--- src/design/kcc_pkg.sv ---
// Shared constants and controller/datapath interface types for the colour clustering block.
`default_nettype none
package kcc_pkg;

  localparam int unsigned MaxPoints   = 4096;
  localparam int unsigned MaxClusters = 16;
  localparam int unsigned StopShift   = 10;

  localparam int unsigned ChanW       = 8;
  localparam int unsigned CenW        = 16;
  localparam int unsigned OutWeightW  = 20;
  localparam int unsigned OutIndexW   = 4;
  localparam int unsigned DivSteps    = 16;

  localparam logic [4:0] ClusterCountRst = 5'd4;
  localparam logic [7:0] IterLimitRst    = 8'd64;

  localparam logic [1:0] CompRed   = 2'd0;
  localparam logic [1:0] CompGreen = 2'd1;
  localparam logic [1:0] CompBlue  = 2'd2;

  typedef enum logic [0:0] {
    CFG_CLUSTER_COUNT = 1'b0,
    CFG_ITER_LIMIT    = 1'b1
  } cfg_idx_e;

  typedef struct packed {
    logic       load_wr;
    logic       acc_rd;
    logic       use_init;
    logic       clr_sums;
    logic       div_load;
    logic       div_step;
    logic       div_save;
    logic       cen_zero;
    logic       pt_latch;
    logic       dist_issue;
    logic       wb;
    logic       out_load;
    logic       out_last;
    logic       ovf;
    logic [1:0] comp;
  } cmd_t;

  typedef struct packed {
    logic w_nz;
    logic changed;
  } st_t;

endpackage
`default_nettype wire

--- src/design/kcc_ctrl.sv ---
// Sequencer for loading, Lloyd iterations and result emission, plus configuration registers.
`default_nettype none
module kcc_ctrl #(
  parameter int unsigned MAX_POINTS   = 4096,
  parameter int unsigned MAX_CLUSTERS = 16,
  parameter int unsigned STOP_SHIFT   = 10,
  localparam int unsigned PA_W  = $clog2(MAX_POINTS),
  localparam int unsigned CNT_W = $clog2(MAX_POINTS + 1),
  localparam int unsigned CI_W  = $clog2(MAX_CLUSTERS)
) (
  input  logic             clk_i,
  input  logic             rst_ni,
  input  logic             cfg_we_i,
  input  logic             cfg_index_i,
  input  logic [7:0]       cfg_data_i,
  input  logic             in_valid_i,
  input  logic             in_last_i,
  output logic             in_stall_o,
  input  logic             out_stall_i,
  output logic             out_valid_o,
  output kcc_pkg::cmd_t    cmd_o,
  output logic [PA_W-1:0]  addr_o,
  output logic [CI_W-1:0]  ci_o,
  output logic [CI_W-1:0]  grp_o,
  input  kcc_pkg::st_t     st_i
);
  import kcc_pkg::*;

  localparam int unsigned K_W = $clog2(MAX_CLUSTERS + 1);

  typedef enum logic [14:0] {
    S_LOAD     = 15'b000000000000001,
    S_CLR      = 15'b000000000000010,
    S_ACC      = 15'b000000000000100,
    S_ACC_W    = 15'b000000000001000,
    S_DIV_SEL  = 15'b000000000010000,
    S_DIV_LOAD = 15'b000000000100000,
    S_DIV_RUN  = 15'b000000001000000,
    S_DIV_SAVE = 15'b000000010000000,
    S_RD       = 15'b000000100000000,
    S_LATCH    = 15'b000001000000000,
    S_SCAN     = 15'b000010000000000,
    S_DRAIN    = 15'b000100000000000,
    S_WB       = 15'b001000000000000,
    S_ITER_END = 15'b010000000000000,
    S_EMIT     = 15'b100000000000000
  } state_e;

  state_e           state_q, state_d;
  logic [CNT_W-1:0] total_q, total_d;
  logic             ovf_q, ovf_d;
  logic [K_W-1:0]   k_q, k_d;
  logic [7:0]       limit_q, limit_d;
  logic [7:0]       iter_q, iter_d;
  logic             first_q, first_d;
  logic [PA_W-1:0]  j_q, j_d;
  logic [CI_W-1:0]  jm_q, jm_d;
  logic [CI_W-1:0]  i_q, i_d;
  logic [1:0]       comp_q, comp_d;
  logic [3:0]       cnt_q, cnt_d;
  logic [CNT_W-1:0] chg_q, chg_d;
  logic             out_valid_q, out_valid_d;
  logic [4:0]       cc_q;
  logic [7:0]       il_q;

  logic             in_accept;
  logic             last_pt;
  logic             last_cl;
  logic [CI_W-1:0]  jm_next;
  logic             out_free;
  logic [K_W-1:0]   k_clamp;

  assign in_stall_o  = (state_q != S_LOAD);
  assign in_accept   = in_valid_i && !in_stall_o;
  assign out_valid_o = out_valid_q;
  assign out_free    = !out_valid_q || !out_stall_i;
  assign last_pt     = (j_q == PA_W'(total_q - 1'b1));
  assign last_cl     = (i_q == CI_W'(k_q - 1'b1));
  assign jm_next     = (jm_q == CI_W'(k_q - 1'b1)) ? '0 : jm_q + 1'b1;

  always_comb begin
    if (cc_q == 5'd0) begin
      k_clamp = K_W'(1);
    end else if (32'(cc_q) > MAX_CLUSTERS) begin
      k_clamp = K_W'(MAX_CLUSTERS);
    end else begin
      k_clamp = K_W'(cc_q);
    end
  end

  always_comb begin
    state_d     = state_q;
    total_d     = total_q;
    ovf_d       = ovf_q;
    k_d         = k_q;
    limit_d     = limit_q;
    iter_d      = iter_q;
    first_d     = first_q;
    j_d         = j_q;
    jm_d        = jm_q;
    i_d         = i_q;
    comp_d      = comp_q;
    cnt_d       = cnt_q;
    chg_d       = chg_q;
    cmd_o          = '0;
    cmd_o.ovf      = ovf_q;
    cmd_o.use_init = first_q;
    cmd_o.comp     = comp_q;
    addr_o      = j_q;
    ci_o        = i_q;
    grp_o       = jm_q;

    unique case (state_q)
      S_LOAD: begin
        addr_o = total_q[PA_W-1:0];
        if (in_accept) begin
          if (total_q < CNT_W'(MAX_POINTS)) begin
            cmd_o.load_wr = 1'b1;
            total_d       = total_q + 1'b1;
          end else begin
            ovf_d = 1'b1;
          end
          if (in_last_i) begin
            k_d     = k_clamp;
            limit_d = (il_q == 8'd0) ? 8'd1 : il_q;
            iter_d  = '0;
            first_d = 1'b1;
            state_d = S_CLR;
          end
        end
      end
      S_CLR: begin
        cmd_o.clr_sums = 1'b1;
        j_d     = '0;
        jm_d    = '0;
        chg_d   = '0;
        state_d = S_ACC;
      end
      S_ACC: begin
        cmd_o.acc_rd = 1'b1;
        j_d  = j_q + 1'b1;
        jm_d = jm_next;
        if (last_pt) begin
          state_d = S_ACC_W;
        end
      end
      S_ACC_W: begin
        i_d     = '0;
        state_d = S_DIV_SEL;
      end
      S_DIV_SEL: begin
        if (st_i.w_nz) begin
          comp_d  = CompRed;
          state_d = S_DIV_LOAD;
        end else begin
          cmd_o.cen_zero = 1'b1;
          if (last_cl) begin
            j_d     = '0;
            jm_d    = '0;
            state_d = S_RD;
          end else begin
            i_d = i_q + 1'b1;
          end
        end
      end
      S_DIV_LOAD: begin
        cmd_o.div_load = 1'b1;
        cnt_d   = '0;
        state_d = S_DIV_RUN;
      end
      S_DIV_RUN: begin
        cmd_o.div_step = 1'b1;
        cnt_d = cnt_q + 1'b1;
        if (cnt_q == 4'(DivSteps - 1)) begin
          state_d = S_DIV_SAVE;
        end
      end
      S_DIV_SAVE: begin
        cmd_o.div_save = 1'b1;
        if (comp_q == CompBlue) begin
          if (last_cl) begin
            j_d     = '0;
            jm_d    = '0;
            state_d = S_RD;
          end else begin
            i_d     = i_q + 1'b1;
            state_d = S_DIV_SEL;
          end
        end else begin
          comp_d  = comp_q + 1'b1;
          state_d = S_DIV_LOAD;
        end
      end
      S_RD: begin
        state_d = S_LATCH;
      end
      S_LATCH: begin
        cmd_o.pt_latch = 1'b1;
        i_d     = '0;
        state_d = S_SCAN;
      end
      S_SCAN: begin
        cmd_o.dist_issue = 1'b1;
        if (last_cl) begin
          cnt_d   = '0;
          state_d = S_DRAIN;
        end else begin
          i_d = i_q + 1'b1;
        end
      end
      S_DRAIN: begin
        // wait for the distance pipe to settle the best match
        cnt_d = cnt_q + 1'b1;
        if (cnt_q == 4'd1) begin
          state_d = S_WB;
        end
      end
      S_WB: begin
        cmd_o.wb = 1'b1;
        if (st_i.changed) begin
          chg_d = chg_q + 1'b1;
        end
        j_d  = j_q + 1'b1;
        jm_d = jm_next;
        state_d = last_pt ? S_ITER_END : S_RD;
      end
      S_ITER_END: begin
        iter_d  = iter_q + 1'b1;
        first_d = 1'b0;
        if ((chg_q > (total_q >> STOP_SHIFT)) &&
            (({1'b0, iter_q} + 9'd1) < {1'b0, limit_q})) begin
          state_d = S_CLR;
        end else begin
          i_d     = '0;
          state_d = S_EMIT;
        end
      end
      S_EMIT: begin
        if (out_free) begin
          cmd_o.out_load = 1'b1;
          cmd_o.out_last = last_cl;
          if (last_cl) begin
            total_d = '0;
            ovf_d   = 1'b0;
            state_d = S_LOAD;
          end else begin
            i_d = i_q + 1'b1;
          end
        end
      end
      default: begin
        state_d = S_LOAD;
      end
    endcase
  end

  always_comb begin
    out_valid_d = out_valid_q;
    if (cmd_o.out_load) begin
      out_valid_d = 1'b1;
    end else if (!out_stall_i) begin
      out_valid_d = 1'b0;
    end
  end

  always_ff @(posedge clk_i or negedge rst_ni) begin
    if (!rst_ni) begin
      state_q     <= S_LOAD;
      total_q     <= '0;
      ovf_q       <= 1'b0;
      k_q         <= K_W'(1);
      limit_q     <= 8'd1;
      iter_q      <= '0;
      first_q     <= 1'b0;
      j_q         <= '0;
      jm_q        <= '0;
      i_q         <= '0;
      comp_q      <= CompRed;
      cnt_q       <= '0;
      chg_q       <= '0;
      out_valid_q <= 1'b0;
    end else begin
      state_q     <= state_d;
      total_q     <= total_d;
      ovf_q       <= ovf_d;
      k_q         <= k_d;
      limit_q     <= limit_d;
      iter_q      <= iter_d;
      first_q     <= first_d;
      j_q         <= j_d;
      jm_q        <= jm_d;
      i_q         <= i_d;
      comp_q      <= comp_d;
      cnt_q       <= cnt_d;
      chg_q       <= chg_d;
      out_valid_q <= out_valid_d;
    end
  end

  always_ff @(posedge clk_i or negedge rst_ni) begin
    if (!rst_ni) begin
      cc_q <= ClusterCountRst;
      il_q <= IterLimitRst;
    end else if (cfg_we_i) begin
      unique case (cfg_idx_e'(cfg_index_i))
        CFG_CLUSTER_COUNT: cc_q <= cfg_data_i[4:0];
        CFG_ITER_LIMIT:    il_q <= cfg_data_i;
        default:           il_q <= il_q;
      endcase
    end
  end

endmodule
`default_nettype wire

--- config.mk ---
export PLATFORM = sky130hd
export DESIGN_NAME = kcc_ctrl
export DESIGN_NICKNAME = d
export VERILOG_FILES = /design/src/design/kcc_pkg.sv /design/src/design/kcc_ctrl.sv
export SDC_FILE = /design/constraint.sdc
export NUM_CORES = 1
export LEC_CHECK = 0
export BUFFER_PORTS_ARGS = -buffer_cell sky130_fd_sc_hd__buf_4
export CAP_MARGIN = 20
export CORE_MARGIN = 10
export CORE_UTILIZATION = 54
export CTS_CLUSTER_DIAMETER = 200
export DETAILED_ROUTE_END_ITERATION = 16
export PLACE_DENSITY_LB_ADDON = 0.12
export SYNTH_ARGS = -nofsm -noshare
export SYNTH_HDL_FRONTEND = slang
export SYNTH_SLANG_ARGS = --single-unit
--- constraint.sdc ---
create_clock -name clk_i -period 2.7 [get_ports clk_i]
set_input_delay 0.27 -clock clk_i [delete_from_list [all_inputs] [get_ports clk_i]]
set_output_delay 0.27 -clock clk_i [all_outputs]
set_load 0.02 [all_outputs]
==> results_tabular.tex <==
\begin{tabular}{lr}
\hline
Metric & Value \\
\hline
\multicolumn{2}{l}{\textbf{Timing}} \\
\quad Setup Viol. Count Final & 15 \\
\quad Period Utilization, post-route & 1.03 \\
\quad Highest Clock Rate & 358 MHz \\
\quad Fin crit period & about 2.8 ns \\
\quad Number of max-slew violations in the final report & 0 \\
\quad Worst-case hold slack & -0.0274 ns \\
\quad Minimum setup slack in the final design & -0.0914 ns \\
\quad Measured slew at the worst slew-check pin & between 0.7 and 0.8 ns \\
\quad Headroom to the max-slew limit & 0.515 \\
\quad Count of final hold-check violations & 52 \\
\quad Setup repair after global routing missed its margin & yes \\
\quad Max Clock Skew & $\sim$0.0066 ns \\
\multicolumn{2}{l}{\textbf{Cells and area}} \\
\quad Share of final-layout standard cells stronger than drive strength 1 & 0.307 \\
\quad Number of nets in the layout & slightly above 800 \\
\quad Flip-flop and latch area & about 2600 um2 \\
\quad Commonest cells after routing, fill and taps aside & sky130\_fd\_sc\_hd\_\_buf\_4 (115), sky130\_fd\_sc\_hd\_\_dfrtp\_1 (97), sky130\_fd\_sc\_hd\_\_nand2\_1 (60), sky130\_fd\_sc\_hd\_\_nor2\_1 (54), sky130\_fd\_sc\_hd\_\_o21ai\_0 (47) \\
\quad Fill count & 832 \\
\quad Antenna Diode Count & 0 \\
\quad Area taken by multi-input logic gates & $\sim$3500 um2 \\
\quad Area grow syn2layout & 29.3\% \\
\quad Most common cell after layout, fill and taps aside & sky130\_fd\_sc\_hd\_\_buf\_4 \\
\quad Share of the core filled with cells in the final layout & 0.720 \\
\multicolumn{2}{l}{\textbf{Worst hold path}} \\
\quad Worst min-delay path category & in -> async \\
\multicolumn{2}{l}{\textbf{Synthesis}} \\
\quad Count of synthesis-stage warnings from yosys & 0 \\
\quad Syn Inst Count & around 650 \\
\quad Mapped Avg Cell Area & about 9.4 um2 \\
\quad Sequential share of the synthesized area & 0.424 \\
\quad Number of distinct library cells after synthesis & 67 \\
\quad Net Count, Synth & approximately 700 \\
\quad Top\_reg\_cell synth & sky130\_fd\_sc\_hd\_\_dfrtp\_1 \\
\quad Async SR Flop Fraction & 1.00 \\
\quad Area of the mapped netlist & between 6000 and 7000 um2 \\
\quad Number of enable-type register cells in the synthesized netlist & 0 \\
\quad Number of flip-flops and latches in the synthesized netlist & 103 \\
\multicolumn{2}{l}{\textbf{Outcome}} \\
\quad Outcome & finished with violations \\
\quad Violations in the final reports & hold timing, setup timing \\
\multicolumn{2}{l}{\textbf{Power}} \\
\quad Sum of internal, switching and leakage power & about 0.0064 W \\
\quad Switching power & approximately 0.0023 W \\
\quad Gate power share & 0.455 \\
\quad Pwr per Cell Area & between 800 and 900 nW/um2 \\
\quad Net Sw Frac & 0.361 \\
\quad Share of total power in the clock network & 0.212 \\
\quad Cell-internal power & approximately 0.0041 W \\
\quad Worst VDD drop & between 600 and 700 uV \\
\quad Power share of the sequential group & 0.333 \\
\quad Leakage & 3.72 nW \\
\multicolumn{2}{l}{\textbf{Clocking}} \\
\quad Max clock buf depth & 2 \\
\quad Clock tree sinks & slightly above 100 \\
\quad CTS buffer count & 9 \\
\quad Clock tree from TritonCTS & done \\
\quad Worst-skew pair later-pin latency & 0.36 ns \\
\quad Clk slew on worst S/H paths & roughly 0.07 ns \\
\quad Number of levels in the clock H-tree & 3 \\
\quad CTS Root Cell & sky130\_fd\_sc\_hd\_\_clkbuf\_16 \\
\multicolumn{2}{l}{\textbf{Route}} \\
\quad Count of antenna-violating nets left after detailed routing & 0 \\
\quad Wire length per cell & 17.4 um \\
\quad Wirelength, routed & 16,000 um \\
\quad Number of iterations in the first detailed-routing pass & 5 \\
\quad Average via count per standard cell & between 5 and 6 \\
\quad Total vias in the final route & 5,313 \\
\quad Count of unresolved DRC violations after routing & 0 \\
\quad Iteration-0 DRC Markers & 427 \\
\multicolumn{2}{l}{\textbf{Floorplan}} \\
\quad Core region area & 10,900 um2 \\
\quad Number of rows created at floorplan & 38 \\
\quad Overall die width & roughly 130 um \\
\quad Die ar. & between 15,000 and 20,000 um2 \\
\quad Height of the chip & between 100 and 150 um \\
\quad Initial cell density of the core & 0.557 \\
\quad Boundary pin count & 55 \\
\multicolumn{2}{l}{\textbf{Setup path}} \\
\quad Critical Path Sink Type & flip-flop \\
\quad Maximum fanout encountered on the critical timing path & 7 \\
\quad Startpoint kind of the worst setup timing path & flip-flop \\
\quad Category of the most critical setup path & reg -> reg \\
\quad Endpoint arrival time on the critical path & $\sim$3 ns \\
\quad Reg2Reg Depth & 8 \\
\quad Required time reported for the critical path endpoint & 2.97 ns \\
\multicolumn{2}{l}{\textbf{Place}} \\
\quad Post-detail-place hpwl & approximately 12,000 um \\
\quad IO buf count & between 50 and 60 \\
\quad Weighted congestion reported at the end of routability-driven placement & between 0.9 and 1 \\
\multicolumn{2}{l}{\textbf{Global routing}} \\
\quad Overall track demand over capacity in global routing & 0.198 \\
\quad Total congestion overflow & 0 \\
\quad Global-route wire length before repair & between 20,000 and 30,000 um \\
\quad Via count of the first global-routing pass & approximately 5,300 \\
\quad Antenna violations before repair & 0 \\
\quad Largest net degree at the start of global routing & 58 \\
\multicolumn{2}{l}{\textbf{Flow run}} \\
\quad Max Cap Violations & 0 \\
\hline
\end{tabular}
==> power by group through the flow <==
stage / Combinational, W / Clock [W] / Sequential, W
floorplan: 0.00153 / 0 / 0.00213
global placement: 0.00229 / 0 / 0.00215
detailed placement: 0.00234 / 0 / 0.00216
CTS: 0.00271 / 0.00139 / 0.00213
global route: 0.00316 / 0.00146 / 0.00220
finish: 0.00292 / 0.00136 / 0.00214
==> layout make-up <==
cell class / instances / share of cell area
inverter: 35 / 0.0167
multi-input combinational: 488 / 0.451
clock inverter: 7 / 0.0114
tap: 140 / 0.0223
timing repair buffer: 136 / 0.142
clock buffer: 9 / 0.0286
sequential: 103 / 0.328
==> path summary, 6_finish.rpt <==
kind / from / endpoint / slack [ns]
max reg2reg: total_q[5] / state_q[12] / -0.09
min: rst_ni / total_q[3] / -0.03
min in group clk_i: cfg_data_i[6] / il_q[6] / 0.14
min reg2reg: limit_q[0] / limit_q[0] / 0.49
max: total_q[5] / state_q[12] / -0.09
max in group asynchronous: rst_ni / state_q[0] / 1.95
==> metal layers <==
| metal | vias to the layer above | global-route usage | wire, um | part of all wire |
|---|---|---|---|---|
| met5 | - | 0 | 0 | 0 |
| met4 | 0 | 0.0516 | 185 | 0.012 |
| met3 | 14 | 0.0445 | 691 | 0.043 |
| met2 | 113 | 0.347 | 8220 | 0.51 |
| met1 | 2602 | 0.239 | 6870 | 0.43 |
| li1 | 2584 | - | - | - |
==> logic make-up after synthesis <==
family,after synthesis,share of synthesized area
adders and majority gates,21,0.0431
xor gates and xnor gates,46,0.0709
muxes,37,0.0680
AOI/OAI and AO/OA,115,0.123
and+or+nand+nor,269,0.231
DFF,103,0.424
buffers and inverters,56,0.0392
==> cell usage after synthesis, drive strengths merged (5+ instances only) <==
cell | n | area share
dfrtp | 98 | 0.40
nand2 | 60 | 0.037
nor2 | 55 | 0.034
o21ai | 49 | 0.040
inv | 35 | 0.022
mux2 | 35 | 0.065
nand3 | 29 | 0.024
xnor2 | 26 | 0.037
ha | 21 | 0.043
nor3 | 19 | 0.016
and3 | 18 | 0.018
xor2 | 18 | 0.026
a21oi | 15 | 0.012
nand2b | 14 | 0.014
nand4 | 14 | 0.014
clkbuf | 13 | 0.0080
nor4 | 13 | 0.017
nor3b | 9 | 0.011
buf | 8 | 0.0097
o31ai | 8 | 0.0099
or4 | 8 | 0.010
a21o | 6 | 0.0074
and2 | 6 | 0.0062
nor2b | 6 | 0.0062
a22o | 5 | 0.0072
dfstp | 5 | 0.022
or3 | 5 | 0.0051
==> sequential cells by signal (all words and copies together), names as in the netlist <==
signal       flops
chg_q           13
ci_o             4
iter_q           8
j_q             12
limit_q          8
k_q              4
out_valid_o      1
comp_q           2
cc_q             5
cnt_q            4
first_q          1
total_q         13
grp_o            4
ovf_q            1
il_q             8
state_q         15
==> stage by stage <==
stage / cell area, um2 / setup WS, ns / TNS, ns / instances
floorplan: 6120 / -0.152 / -0.166 / 647
global placement: 7060 / -0.0513 / -0.108 / 880
detailed placement: 7060 / -0.104 / -0.463 / 880
CTS: 7620 / -0.0295 / -0.215 / 908
global route: 7870 / -0.123 / -1.34 / 918
finish: 7870 / -0.0914 / -0.640 / 918
==> repair_timing <==
item | in CTS | in global routing
setup buffers | 11 | 11
setup endpoints to repair | 24 | 58
gates resized for setup | 41 | 32
gates cloned | 1 | 0
hold buffers | 0 | 0
hold endpoints to repair | 0 | 0
pin swaps | 6 | 16
==> critical path, stage by stage (launching register included) <==
cell,delay [ns]
sky130_fd_sc_hd__dfrtp_1,0.40
sky130_fd_sc_hd__or4_4,0.58
sky130_fd_sc_hd__o41ai_4,0.23
sky130_fd_sc_hd__and3_1,0.19
sky130_fd_sc_hd__o21ai_1,0.06
sky130_fd_sc_hd__a2111o_1,0.51
sky130_fd_sc_hd__a221o_1,0.38
sky130_fd_sc_hd__buf_6,0.16
sky130_fd_sc_hd__nor3b_2,0.19
Note: power is estimated with default switching activity, not from simulation.
